--- src/drmf_pkg.sv ---
// Shared types and constants of the delta-R match filter.
package drmf_pkg;

  // Angle constants in 1/1024 units
  localparam logic signed [13:0] PI_FX     = 14'sd3217;
  localparam logic signed [13:0] TWO_PI_FX = 14'sd6434;

  // Reset value of the matching radius (0.5)
  localparam logic signed [13:0] RADIUS_RST = 14'sd512;

  // Item kinds carried in tuser
  typedef enum logic [1:0] {
    KIND_EVENT = 2'd0,
    KIND_CAND  = 2'd1,
    KIND_QUERY = 2'd2
  } kind_e;

  // One stored reference candidate
  typedef struct packed {
    logic signed [13:0] eta;
    logic signed [12:0] phi;
  } cand_t;

  // Write port of the candidate memory
  typedef struct packed {
    logic  we;
    cand_t wdata;
  } cand_wr_t;

endpackage

--- src/drmf_cand_mem.sv ---
// Candidate table: one write port, one registered read port.
module drmf_cand_mem
  import drmf_pkg::*;
#(
  parameter int unsigned DEPTH = 16,
  parameter int unsigned IDX_W = 4
) (
  input  logic             clk_i,
  input  cand_wr_t         wr_i,
  input  logic [IDX_W-1:0] waddr_i,
  input  logic [IDX_W-1:0] raddr_i,
  output cand_t            rdata_o
);

  cand_t mem_q [DEPTH];
  cand_t rdata_q;

  // Write a candidate
  always_ff @(posedge clk_i) begin
    if (wr_i.we) begin
      mem_q[waddr_i] <= wr_i.wdata;
    end
  end

  // Read one entry per cycle into the output register
  always_ff @(posedge clk_i) begin
    rdata_q <= mem_q[raddr_i];
  end

  assign rdata_o = rdata_q;

endmodule

--- src/drmf_square.sv ---
// Shared squaring unit with a registered result.
module drmf_square (
  input  logic               clk_i,
  input  logic               en_i,
  input  logic signed [14:0] op_i,
  output logic        [27:0] sq_o
);

  logic signed [29:0] prod;
  logic        [27:0] sq_q;

  // Square the operand; |op| <= 16383 keeps the result in 28 bits
  assign prod = op_i * op_i;

  // Hold the result unless a new square is requested
  always_ff @(posedge clk_i) begin
    if (en_i) begin
      sq_q <= prod[27:0];
    end
  end

  assign sq_o = sq_q;

endmodule

--- src/angular_delta_r_match_filter.sv ---
// Top level of the delta-R match filter: sequencer, table count and stream ports.
// Clear and load items leave the sequencer idle, so the block stays ready.
// A query squares the radius once, then for each stored candidate (stopping early
// on a match) steps through read, difference, two squarings on the shared squarer
// and a compare. A match waits in the compare until the output can take the tag.
// A result waits in the output register while the next item is taken.
// Reset clears the candidate count and the output valid and sets the radius to 0.5.
module angular_delta_r_match_filter
  import drmf_pkg::*;
#(
  parameter int unsigned MAX_CANDIDATES = 16
) (
  input  logic        clk_i,
  input  logic        rst_ni,
  // Configuration: match_radius
  input  logic        cfg_we_i,
  input  logic [13:0] cfg_wdata_i,
  // Input stream
  input  logic        s_axis_tvalid_i,
  output logic        s_axis_tready_o,
  // eta[13:0], phi[26:14], cand_energy[37:27], bunch_offset[40:38],
  // jet_tag[48:41], zero pad[55:49]
  input  logic [55:0] s_axis_tdata_i,
  // kind[1:0]
  input  logic [1:0]  s_axis_tuser_i,
  // Output stream
  output logic        m_axis_tvalid_o,
  input  logic        m_axis_tready_i,
  // passed_tag[7:0]
  output logic [7:0]  m_axis_tdata_o
);

  localparam int unsigned CNT_W = $clog2(MAX_CANDIDATES + 1);
  localparam int unsigned IDX_W = (MAX_CANDIDATES > 1) ? $clog2(MAX_CANDIDATES) : 1;

  typedef enum logic [6:0] {
    ST_IDLE = 7'b0000001,
    ST_THR  = 7'b0000010,
    ST_RD   = 7'b0000100,
    ST_DIFF = 7'b0001000,
    ST_SQE  = 7'b0010000,
    ST_SQP  = 7'b0100000,
    ST_CMP  = 7'b1000000
  } state_e;

  state_e state_q, state_d;

  logic signed [13:0] radius_q;
  logic [CNT_W-1:0]   cnt_q, cnt_d;
  logic [CNT_W-1:0]   idx_q, idx_d;
  logic signed [13:0] jet_eta_q;
  logic signed [12:0] jet_phi_q;
  logic [7:0]         jet_tag_q;
  logic signed [14:0] de_q;
  logic signed [13:0] dp_q;
  logic [27:0]        acc_q;
  logic signed [28:0] thr_q;
  logic               m_valid_q;
  logic [7:0]         m_tag_q;

  // Input fields
  logic               s_xfer;
  logic signed [13:0] in_eta;
  logic signed [12:0] in_phi;
  logic [10:0]        in_energy;
  logic signed [2:0]  in_bx;
  logic [7:0]         in_tag;
  kind_e              in_kind;

  assign in_eta    = s_axis_tdata_i[13:0];
  assign in_phi    = s_axis_tdata_i[26:14];
  assign in_energy = s_axis_tdata_i[37:27];
  assign in_bx     = s_axis_tdata_i[40:38];
  assign in_tag    = s_axis_tdata_i[48:41];
  assign in_kind   = kind_e'(s_axis_tuser_i);

  assign s_axis_tready_o = (state_q == ST_IDLE);
  assign s_xfer          = s_axis_tvalid_i && s_axis_tready_o;

  // Candidate table
  cand_wr_t cand_wr;
  cand_t    cand_rd;

  assign cand_wr.we = s_xfer && (in_kind == KIND_CAND) && (in_energy != 11'd0) &&
                      (in_bx == 3'sd0) && (cnt_q < CNT_W'(MAX_CANDIDATES));
  assign cand_wr.wdata.eta = in_eta;
  assign cand_wr.wdata.phi = in_phi;

  drmf_cand_mem #(
    .DEPTH (MAX_CANDIDATES),
    .IDX_W (IDX_W)
  ) u_mem (
    .clk_i   (clk_i),
    .wr_i    (cand_wr),
    .waddr_i (cnt_q[IDX_W-1:0]),
    .raddr_i (idx_q[IDX_W-1:0]),
    .rdata_o (cand_rd)
  );

  // Shared squarer: radius, eta difference, phi difference
  logic               sq_en;
  logic signed [14:0] sq_op;
  logic [27:0]        sq;
  logic signed [14:0] radius_ext;
  logic signed [14:0] radius_abs;

  assign radius_ext = {radius_q[13], radius_q};
  assign radius_abs = radius_ext[14] ? -radius_ext : radius_ext;

  always_comb begin
    sq_en = 1'b0;
    sq_op = de_q;
    unique case (state_q)
      ST_THR: begin
        sq_en = 1'b1;
        sq_op = radius_abs;
      end
      ST_SQE: begin
        sq_en = 1'b1;
        sq_op = de_q;
      end
      ST_SQP: begin
        sq_en = 1'b1;
        sq_op = {dp_q[13], dp_q};
      end
      default: begin
        sq_en = 1'b0;
      end
    endcase
  end

  drmf_square u_sq (
    .clk_i (clk_i),
    .en_i  (sq_en),
    .op_i  (sq_op),
    .sq_o  (sq)
  );

  // Differences against the candidate just read, phi wrapped into [-pi, pi)
  logic signed [14:0] de;
  logic signed [13:0] dp_raw;
  logic signed [13:0] dp;

  assign de     = {jet_eta_q[13], jet_eta_q} - {cand_rd.eta[13], cand_rd.eta};
  assign dp_raw = {jet_phi_q[12], jet_phi_q} - {cand_rd.phi[12], cand_rd.phi};

  always_comb begin
    if (dp_raw >= PI_FX) begin
      dp = dp_raw - TWO_PI_FX;
    end else if (dp_raw < -PI_FX) begin
      dp = dp_raw + TWO_PI_FX;
    end else begin
      dp = dp_raw;
    end
  end

  // Sum of squares against the signed threshold
  logic [28:0] sum_sq;
  logic        hit;
  logic        out_free;
  logic        out_load;

  assign sum_sq   = {1'b0, acc_q} + {1'b0, sq};
  assign hit      = $signed({1'b0, sum_sq}) < $signed({thr_q[28], thr_q});
  assign out_free = !m_valid_q || m_axis_tready_i;

  // Sequencer
  always_comb begin
    state_d  = state_q;
    cnt_d    = cnt_q;
    idx_d    = idx_q;
    out_load = 1'b0;
    unique case (state_q)
      ST_IDLE: begin
        if (s_xfer) begin
          case (in_kind)
            KIND_EVENT: cnt_d = '0;
            KIND_CAND: begin
              if (cand_wr.we) begin
                cnt_d = cnt_q + CNT_W'(1);
              end
            end
            KIND_QUERY: begin
              idx_d = '0;
              if (cnt_q != '0) begin
                state_d = ST_THR;
              end
            end
            default: ;
          endcase
        end
      end
      ST_THR:  state_d = ST_RD;
      ST_RD:   state_d = ST_DIFF;
      ST_DIFF: state_d = ST_SQE;
      ST_SQE:  state_d = ST_SQP;
      ST_SQP:  state_d = ST_CMP;
      ST_CMP: begin
        if (hit) begin
          // Wait until the output register can take the tag
          if (out_free) begin
            out_load = 1'b1;
            state_d  = ST_IDLE;
          end
        end else if (idx_q + CNT_W'(1) == cnt_q) begin
          state_d = ST_IDLE;
        end else begin
          idx_d   = idx_q + CNT_W'(1);
          state_d = ST_RD;
        end
      end
      default: state_d = ST_IDLE;
    endcase
  end

  // Control registers
  always_ff @(posedge clk_i or negedge rst_ni) begin
    if (!rst_ni) begin
      state_q   <= ST_IDLE;
      cnt_q     <= '0;
      idx_q     <= '0;
      radius_q  <= RADIUS_RST;
      m_valid_q <= 1'b0;
    end else begin
      state_q <= state_d;
      cnt_q   <= cnt_d;
      idx_q   <= idx_d;
      if (cfg_we_i) begin
        radius_q <= cfg_wdata_i;
      end
      if (out_load) begin
        m_valid_q <= 1'b1;
      end else if (m_axis_tready_i) begin
        m_valid_q <= 1'b0;
      end
    end
  end

  // Datapath registers
  always_ff @(posedge clk_i) begin
    if (s_xfer) begin
      jet_eta_q <= in_eta;
      jet_phi_q <= in_phi;
      jet_tag_q <= in_tag;
    end
    // Latch the threshold once per query, keeping the radius sign
    if (state_q == ST_RD && idx_q == '0) begin
      thr_q <= radius_q[13] ? -$signed({1'b0, sq}) : $signed({1'b0, sq});
    end
    if (state_q == ST_DIFF) begin
      de_q <= de;
      dp_q <= dp;
    end
    // Hold eta difference squared while the phi square is formed
    if (state_q == ST_SQP) begin
      acc_q <= sq;
    end
    if (out_load) begin
      m_tag_q <= jet_tag_q;
    end
  end

  assign m_axis_tvalid_o = m_valid_q;
  assign m_axis_tdata_o  = m_tag_q;

endmodule

--- config.mk ---
export PLATFORM = sky130hd
export DESIGN_NAME = angular_delta_r_match_filter
export DESIGN_NICKNAME = d
export VERILOG_FILES = /design/src/drmf_pkg.sv /design/src/drmf_cand_mem.sv /design/src/drmf_square.sv /design/src/angular_delta_r_match_filter.sv
export SDC_FILE = /design/constraint.sdc
export NUM_CORES = 1
export LEC_CHECK = 0
export BUFFER_PORTS_ARGS = -buffer_cell sky130_fd_sc_hd__buf_2
export CAP_MARGIN = 20
export CORE_MARGIN = 2
export CORE_UTILIZATION = 55
export DETAILED_ROUTE_END_ITERATION = 10
export MAX_ROUTING_LAYER = met4
export PLACE_DENSITY = 0.74
export SLEW_MARGIN = 10
export SYNTH_ARGS = -nofsm -noshare
export SYNTH_HDL_FRONTEND = slang
export SYNTH_SLANG_ARGS = --single-unit
--- constraint.sdc ---
create_clock -name clk_i -period 7.5 [get_ports clk_i]
set_clock_uncertainty 0.1 [all_clocks]
set_input_delay 0.75 -clock clk_i [delete_from_list [all_inputs] [get_ports clk_i]]
set_output_delay 0.75 -clock clk_i [all_outputs]
set_load 0.005 [all_outputs]
# After elaboration in Yosys (flattened, before gate mapping)
# Memory sizes are Yosys's and may differ from the RTL's. A register that Yosys moved wholly into a read port is not among the register bits.
# Index checks and enable logic that the tools add are counted.
[totals]
register_bits = 189
ram_bits = 432
output_inout_bits = 10
word_cells = 94
memories = 1
[classes]
add_sub_neg = 9
n_mul = 1
n_lt_le_gt_ge = 4
n_eq_ne = 17
mux = 27
n_reduce_logical = 20
[memory_table]
columns = ["memory", "depth", "word_bits", "rd", "rd_clocked_by_memory_dff", "write_ports", "line", "source"]
rows = [
  ["u_mem.mem_q", 16, 27, 1, 1, 1, "drmf_cand_mem.sv:15", "cand_t mem_q [DEPTH];"],
]
[op_table]
columns = ["op", "n"]
rows = [
  ["$pmux W7 S7", 1],
  ["$mux W7", 5],
  ["$lt A30 B29 Y1", 1],
  ["$pmux W15 S2", 1],
  ["$add A28 B28 Y29", 1],
  ["$neg A28 Y29", 1],
  ["$mul A15 B15 Y28", 1],
  ["$mux W14", 2],
  ["$mux W28", 1],
  ["$mux W5", 5],
  ["$pmux W5 S2", 2],
  ["$mux W15", 1],
  ["$neg A14 Y15", 1],
  ["$sub A14 B14 Y15", 1],
  ["$add A14 B14 Y14 const B", 1],
  ["$ge A14 B13 Y1 const B", 1],
  ["$lt A14 B13 Y1 const B", 1],
  ["$sub A13 B13 Y14", 1],
  ["$sub A14 B14 Y14 const B", 1],
  ["$reduce_bool A11 Y1", 1],
  ["$add A5 B1 Y5 const B", 2],
  ["$mux W1", 8],
  ["$reduce_and A4 Y1", 2],
  ["$eq A7 B1 Y1 const B", 1],
  ["24 further kinds", 35],
]

# Depth between registers and ports, before layout
[depth]
word_depth = 8
depth_mapped = 32

# Modules after synthesis
# From an unflattened synthesis, not the netlist that was laid out.
[hier_totals]
cells_unflattened = 2562
area_unflattened_um2 = 35650.4
[modules_own_cells]
columns = ["module", "n_inst", "cells_per_inst", "area_each_um2"]
rows = [
  ["drmf_cand_mem", 1, 710, 16892.5],
  ["angular_delta_r_match_filter", 1, 997, 10502.6],
  ["drmf_square", 1, 855, 8255.4],
]

# Worst setup path after synthesis
# No wires, ideal clock.
[synth_timing]
path_kind = "reg2reg"
from = "register state_q[6]"
to = "register u_sq.sq_q[27] (netlist: u_sq.sq_o[27]), data pin"
arrival_ns = 7.487
required_time_ns = 7.141
setup_slack_ns = -0.347
path_stages_with_launch = 25
path_buffers = 3
path_cell_list = "dfrtp_1 -> nor4_1 -> nor2b_1 -> and3b_1 -> buf_2 -> buf_2 -> a22oi_2 -> clkbuf_1 -> nor2_1 -> fa_1 -> fa_1 -> fa_1 -> fa_1 -> fa_1 -> inv_1 -> fa_1 -> inv_1 -> ha_1 -> and3_1 -> a221o_1 -> nand2_1 -> a31oi_1 -> a21o_1 -> a21oi_1 -> xnor2_1"
[synth_via]
elab_chain_len = 3
[synth_lines]
columns = ["element", "line", "source"]
rows = [
  ["from (decl)", "angular_delta_r_match_filter.sv:46", "state_e state_q, state_d;"],
  ["from (signal assigned)", "angular_delta_r_match_filter.sv:225", "state_q <= state_d;"],
  ["$eq A7 B6 Y1 / $eq A7 B2 Y1 (equally long branches)", "angular_delta_r_match_filter.sv:113", "unique case (state_q)"],
  ["$pmux W15 S2 *", "angular_delta_r_match_filter.sv:113", ""],
  ["$mul A15 B15 Y28 *", "drmf_square.sv:13", "assign prod = op_i * op_i;"],
  ["net u_sq.prod[27]", "drmf_square.sv:9", "logic signed [29:0] prod;"],
  ["to (signal assigned)", "drmf_square.sv:18", "sq_q <= prod[27:0];"],
  ["to (decl)", "drmf_square.sv:10", "logic [27:0] sq_q;"],
]
# Mark *: on every way through the listed nets, which the timed path passes. The rest lies on a longest branch.
# A chain may end at the register's enable or synchronous reset.

# Worst setup path in the final report
[layout_timing]
from = "register radius_q[0]"
to = "register u_sq.sq_q[27] (netlist: u_sq.sq_o[27]), data pin"
[layout_via]
elab_chain_len = 4
[layout_lines]
columns = ["element", "line", "source"]
rows = [
  ["from (decl)", "angular_delta_r_match_filter.sv:48", "logic signed [13:0] radius_q;"],
  ["from (signal assigned)", "angular_delta_r_match_filter.sv:229", "radius_q <= cfg_wdata_i;"],
  ["$neg A14 Y15", "angular_delta_r_match_filter.sv:108", "assign radius_abs = radius_ext[14] ? -radius_ext : radius_ext;"],
  ["$mux W15 *", "angular_delta_r_match_filter.sv:108", ""],
  ["$pmux W15 S2 *", "angular_delta_r_match_filter.sv:113", ""],
  ["$mul A15 B15 Y28 *", "drmf_square.sv:13", ""],
  ["net u_sq.prod[27]", "drmf_square.sv:9", ""],
]
# Marks and branches as above.

==> results by group <==
Clocking
  • Clk slew on worst S/H paths: 60 ps
  • H-Tree Depth: 3
  • CTS tree: yes
  • CTS buffer count: 68
  • CTS root buf: clkbuf_16
  • # clock sinks: 646
  • Hold buffers post-CTS: 0
  • Later-pin clock latency in the skew report: 620 ps
  • Max clock buf depth: 3

Setup path
  • Worst path max stage delay: 550 ps
  • CP Class: flop to flop
  • Worst setup EP type: flop
  • CP max stage cell: fa_1
  • Required @ worst endpoint: 7760 ps
  • Startpoint types: flop
  • Cell mode on critical path: fa_1
  • Crit path DAT: 7710 ps
  • CP Max Fanout: 5

Synth
  • Synth Area in Adders: 16.8%
  • Post-Syn Area: 35100 um^2
  • Part of the Yosys area used for sequential elements: 54.0%
  • Flops & latches, synth: 646
  • Synth unique cells: 85
  • Largest family of logic cells by synthesized area: adder cells
  • Synth Area in XOR/XNOR: 3.38%
  • Simple-Gate Fraction of Synth Area: 6.65%
  • Top FF cell, synth: edfxtp_1
  • Syn Nets: 3048
  • Fraction of registers with async set/reset: 4.95%
  • Synth warn: 0
  • Gate Count Post-Synth: 2612
  • Synth Area in Compound Gates: 7.52%
  • Post-synthesis mux area share: 7.14%
  • Post-synth EDFFs: 587
  • Mean Syn Cell Area: 13.4 um^2

Die
  • Rows: 92
  • DIE AREA: 65900 um^2
  • # IOs: 87
  • Chip width: 257 um
  • Initial core utilization: 55.7%
  • Chip height: 257 um
  • Core Area: 63100 um^2

Hold path
  • Min-Delay Path Class: primary input to asynchronous set/reset pin

STA
  • Final Hold Viols: 0
  • Final Critical Period: 7450 ps
  • RSZ-0062 raised after global routing: yes
  • Final worst slack: 47.6 ps
  • Period utilization: 99.4%
  • Maximum clock rate: 0.134 GHz
  • Final setup fails: 0
  • Worst slew pin tran: 1110 ps
  • Worst rel slew slack: 25.6%
  • Slew Viols, Final: 0

Final layout
  • P&R area growth vs syn: 15.6%
  • Final core utilization: 64.4%
  • Fin nets: 3306
  • Fillers: 4592
  • Share of layout cells above drive strength 1: 20.3%

Place
  • Final Wtd Congestion: 0.972
  • Port Buffer Count: 79
  • Setup Slack @ Placement: -262 ps
  • Hpwl dp: 53300 um

Route
  • Post-Route WL: 79500 um
  • Initial DRT Pass Iterations: 5
  • DR WL/cell: 21.1 um
  • Iter 0 DRT Violations: 1940
  • ANT nets after route: 0
  • Vias after detailed routing: 21600
  • Via density: 5.71
  • # DRC: 0

GRT
  • Vias in the first global route: 22700
  • Largest net degree at the start of global routing: 64
  • First-pass GRT wire length: 125000 um
  • Total grt overflow: 0
  • GR Util All Layers: 25.3%
  • Initial antenna violation count: 4

Pwr
  • P_leak: 15.8 nW
  • Final Power: 11.7 mW
  • VDD IR-drop max: 321 uV
  • Cell area power density: 289 nW/um^2

Job
  • Max cap viols: 0

Status
  • Outcome: finished, final reports clean
## cells in the final DEF (no fill, tap or decap), types with 32 or more instances in the layout
cell type  count
nand2_1      171
a221oi_1      32
xor2_1        39
buf_4        163
xnor2_1       92
edfxtp_1     587
inv_1        315
mux4_2        54
a21oi_1       66
fa_1         179
nor2_1       137
mux2i_1       94
buf_2         79
ha_1         161
clkbuf_16     69
o21ai_0       82
## registers in the layout, indices dropped and copies added (netlist names), 7 cells and up
signal	cells
u_sq.sq_o	27
jet_phi_q	13
radius_q	14
thr_q	29
state_q	7
acc_q	27
jet_eta_q	14
u_mem.mem_q	432
u_mem.rdata_o	27
m_axis_tdata_o	8
de_q	15
dp_q	14
jet_tag_q	8
## cells by family after synthesis
group	count (synthesis)
XOR/XNOR	134
adder cells (fa/ha/maj)	359
buffers and inverters	411
AND/OR/NAND/NOR	511
AO/OA/AOI/OAI	372
flip-flops	646
multiplexers	179
## synth_stat cells (9+ instances only)
cell type,n,area (um^2)
a221oi_1,35,307
inv_1,327,1230
a22oi_1,31,233
nor3_1,29,145
clkbuf_1,52,195
nand2b_1,18,113
buf_1,11,41.3
nor2b_1,19,119
nor2_1,163,612
a21o_1,28,210
edfxtp_1,587,17600
buf_2,10,50.1
dfxtp_1,27,541
and3_1,10,62.6
nand2_1,176,661
or3_1,9,56.3
mux2i_1,94,941
mux2_2,31,349
fa_1,189,3780
a211oi_1,11,82.6
a21oi_1,73,365
o31ai_1,14,105
mux4_2,54,1220
ha_1,170,2130
xor2_1,39,342
nand3_1,29,145
o21ai_0,86,430
xnor2_1,93,815
dfrtp_1,30,751
## worst paths after layout
path,from,endpoint,slack [ps],cells after the start
min in group clk_i,s_axis_tdata_i[42],jet_tag_q[1],210,1
max in group asynchronous,rst_ni,idx_q[0],6610,1
hold / removal,rst_ni,radius_q[4],120,1
setup reg to reg,radius_q[0],u_sq.sq_o[27],50,28
hold reg to reg,jet_tag_q[2],m_axis_tdata_o[2],320,0
setup / recovery,radius_q[0],u_sq.sq_o[27],50,28
## power by group
| group | internal (mW) | switching [mW] | total, mW |
|---|---|---|---|
| Clock | 1.99 | 1.40 | 3.38 |
| Sequential | 4.18 | 0.0587 | 4.24 |
| Combinational | 1.87 | 2.22 | 4.09 |
## routing by layer
layer	part of all wire, %	routed length, um	up-vias	global-route usage, %
met2	51	41000	663	42.8
li1	-	-	9871	-
met5	0	0	-	-
met4	3.1	2470	0	8.87
met3	5.7	4540	161	3.47
met1	40	31600	10900	31.5
## repair_timing
item                       4_1_cts  5_1_grt
setup endpoints to repair        9       11
pin swaps                       16       57
gates resized for setup         28       82
buffers inserted                 3       11
## critical path: cells and delay by family, from the launching register on
| family | cells | cell delay (ps) |
|---|---|---|
| flip-flops | 1 | 440 |
| buffers and inverters | 7 | 710 |
| XOR/XNOR | 2 | 350 |
| adder cells (fa/ha/maj) | 8 | 3510 |
| AO/OA/AOI/OAI | 6 | 1430 |
| AND/OR/NAND/NOR | 5 | 650 |
## final cells by class
| class | count | area (um^2) | area share [%] |
|---|---|---|---|
| antenna | 5 | 12.5 | 0.0308 |
| clock buffer | 86 | 1860 | 4.58 |
| clock inverter | 38 | 419 | 1.03 |
| inverter | 336 | 1270 | 3.12 |
| multi-input combinational | 1555 | 15100 | 37.1 |
| sequential | 646 | 19000 | 46.7 |
| tap | 846 | 1060 | 2.61 |
| timing repair buffer | 263 | 1930 | 4.76 |
## through the flow
step                      cells  TNS, ps  area [um^2]  hold slack [ps]
after detailed placement   3628    -1100        37700              305
after floorplan            2612        0        35100              300
after CTS                  3755    -15.2        40100              117
final                      3775        0        40600              120
after global routing       3773    -1020        40600              171
after global placement     3628     -413        37700              304
Note: power is estimated with default switching activity, not from simulation.
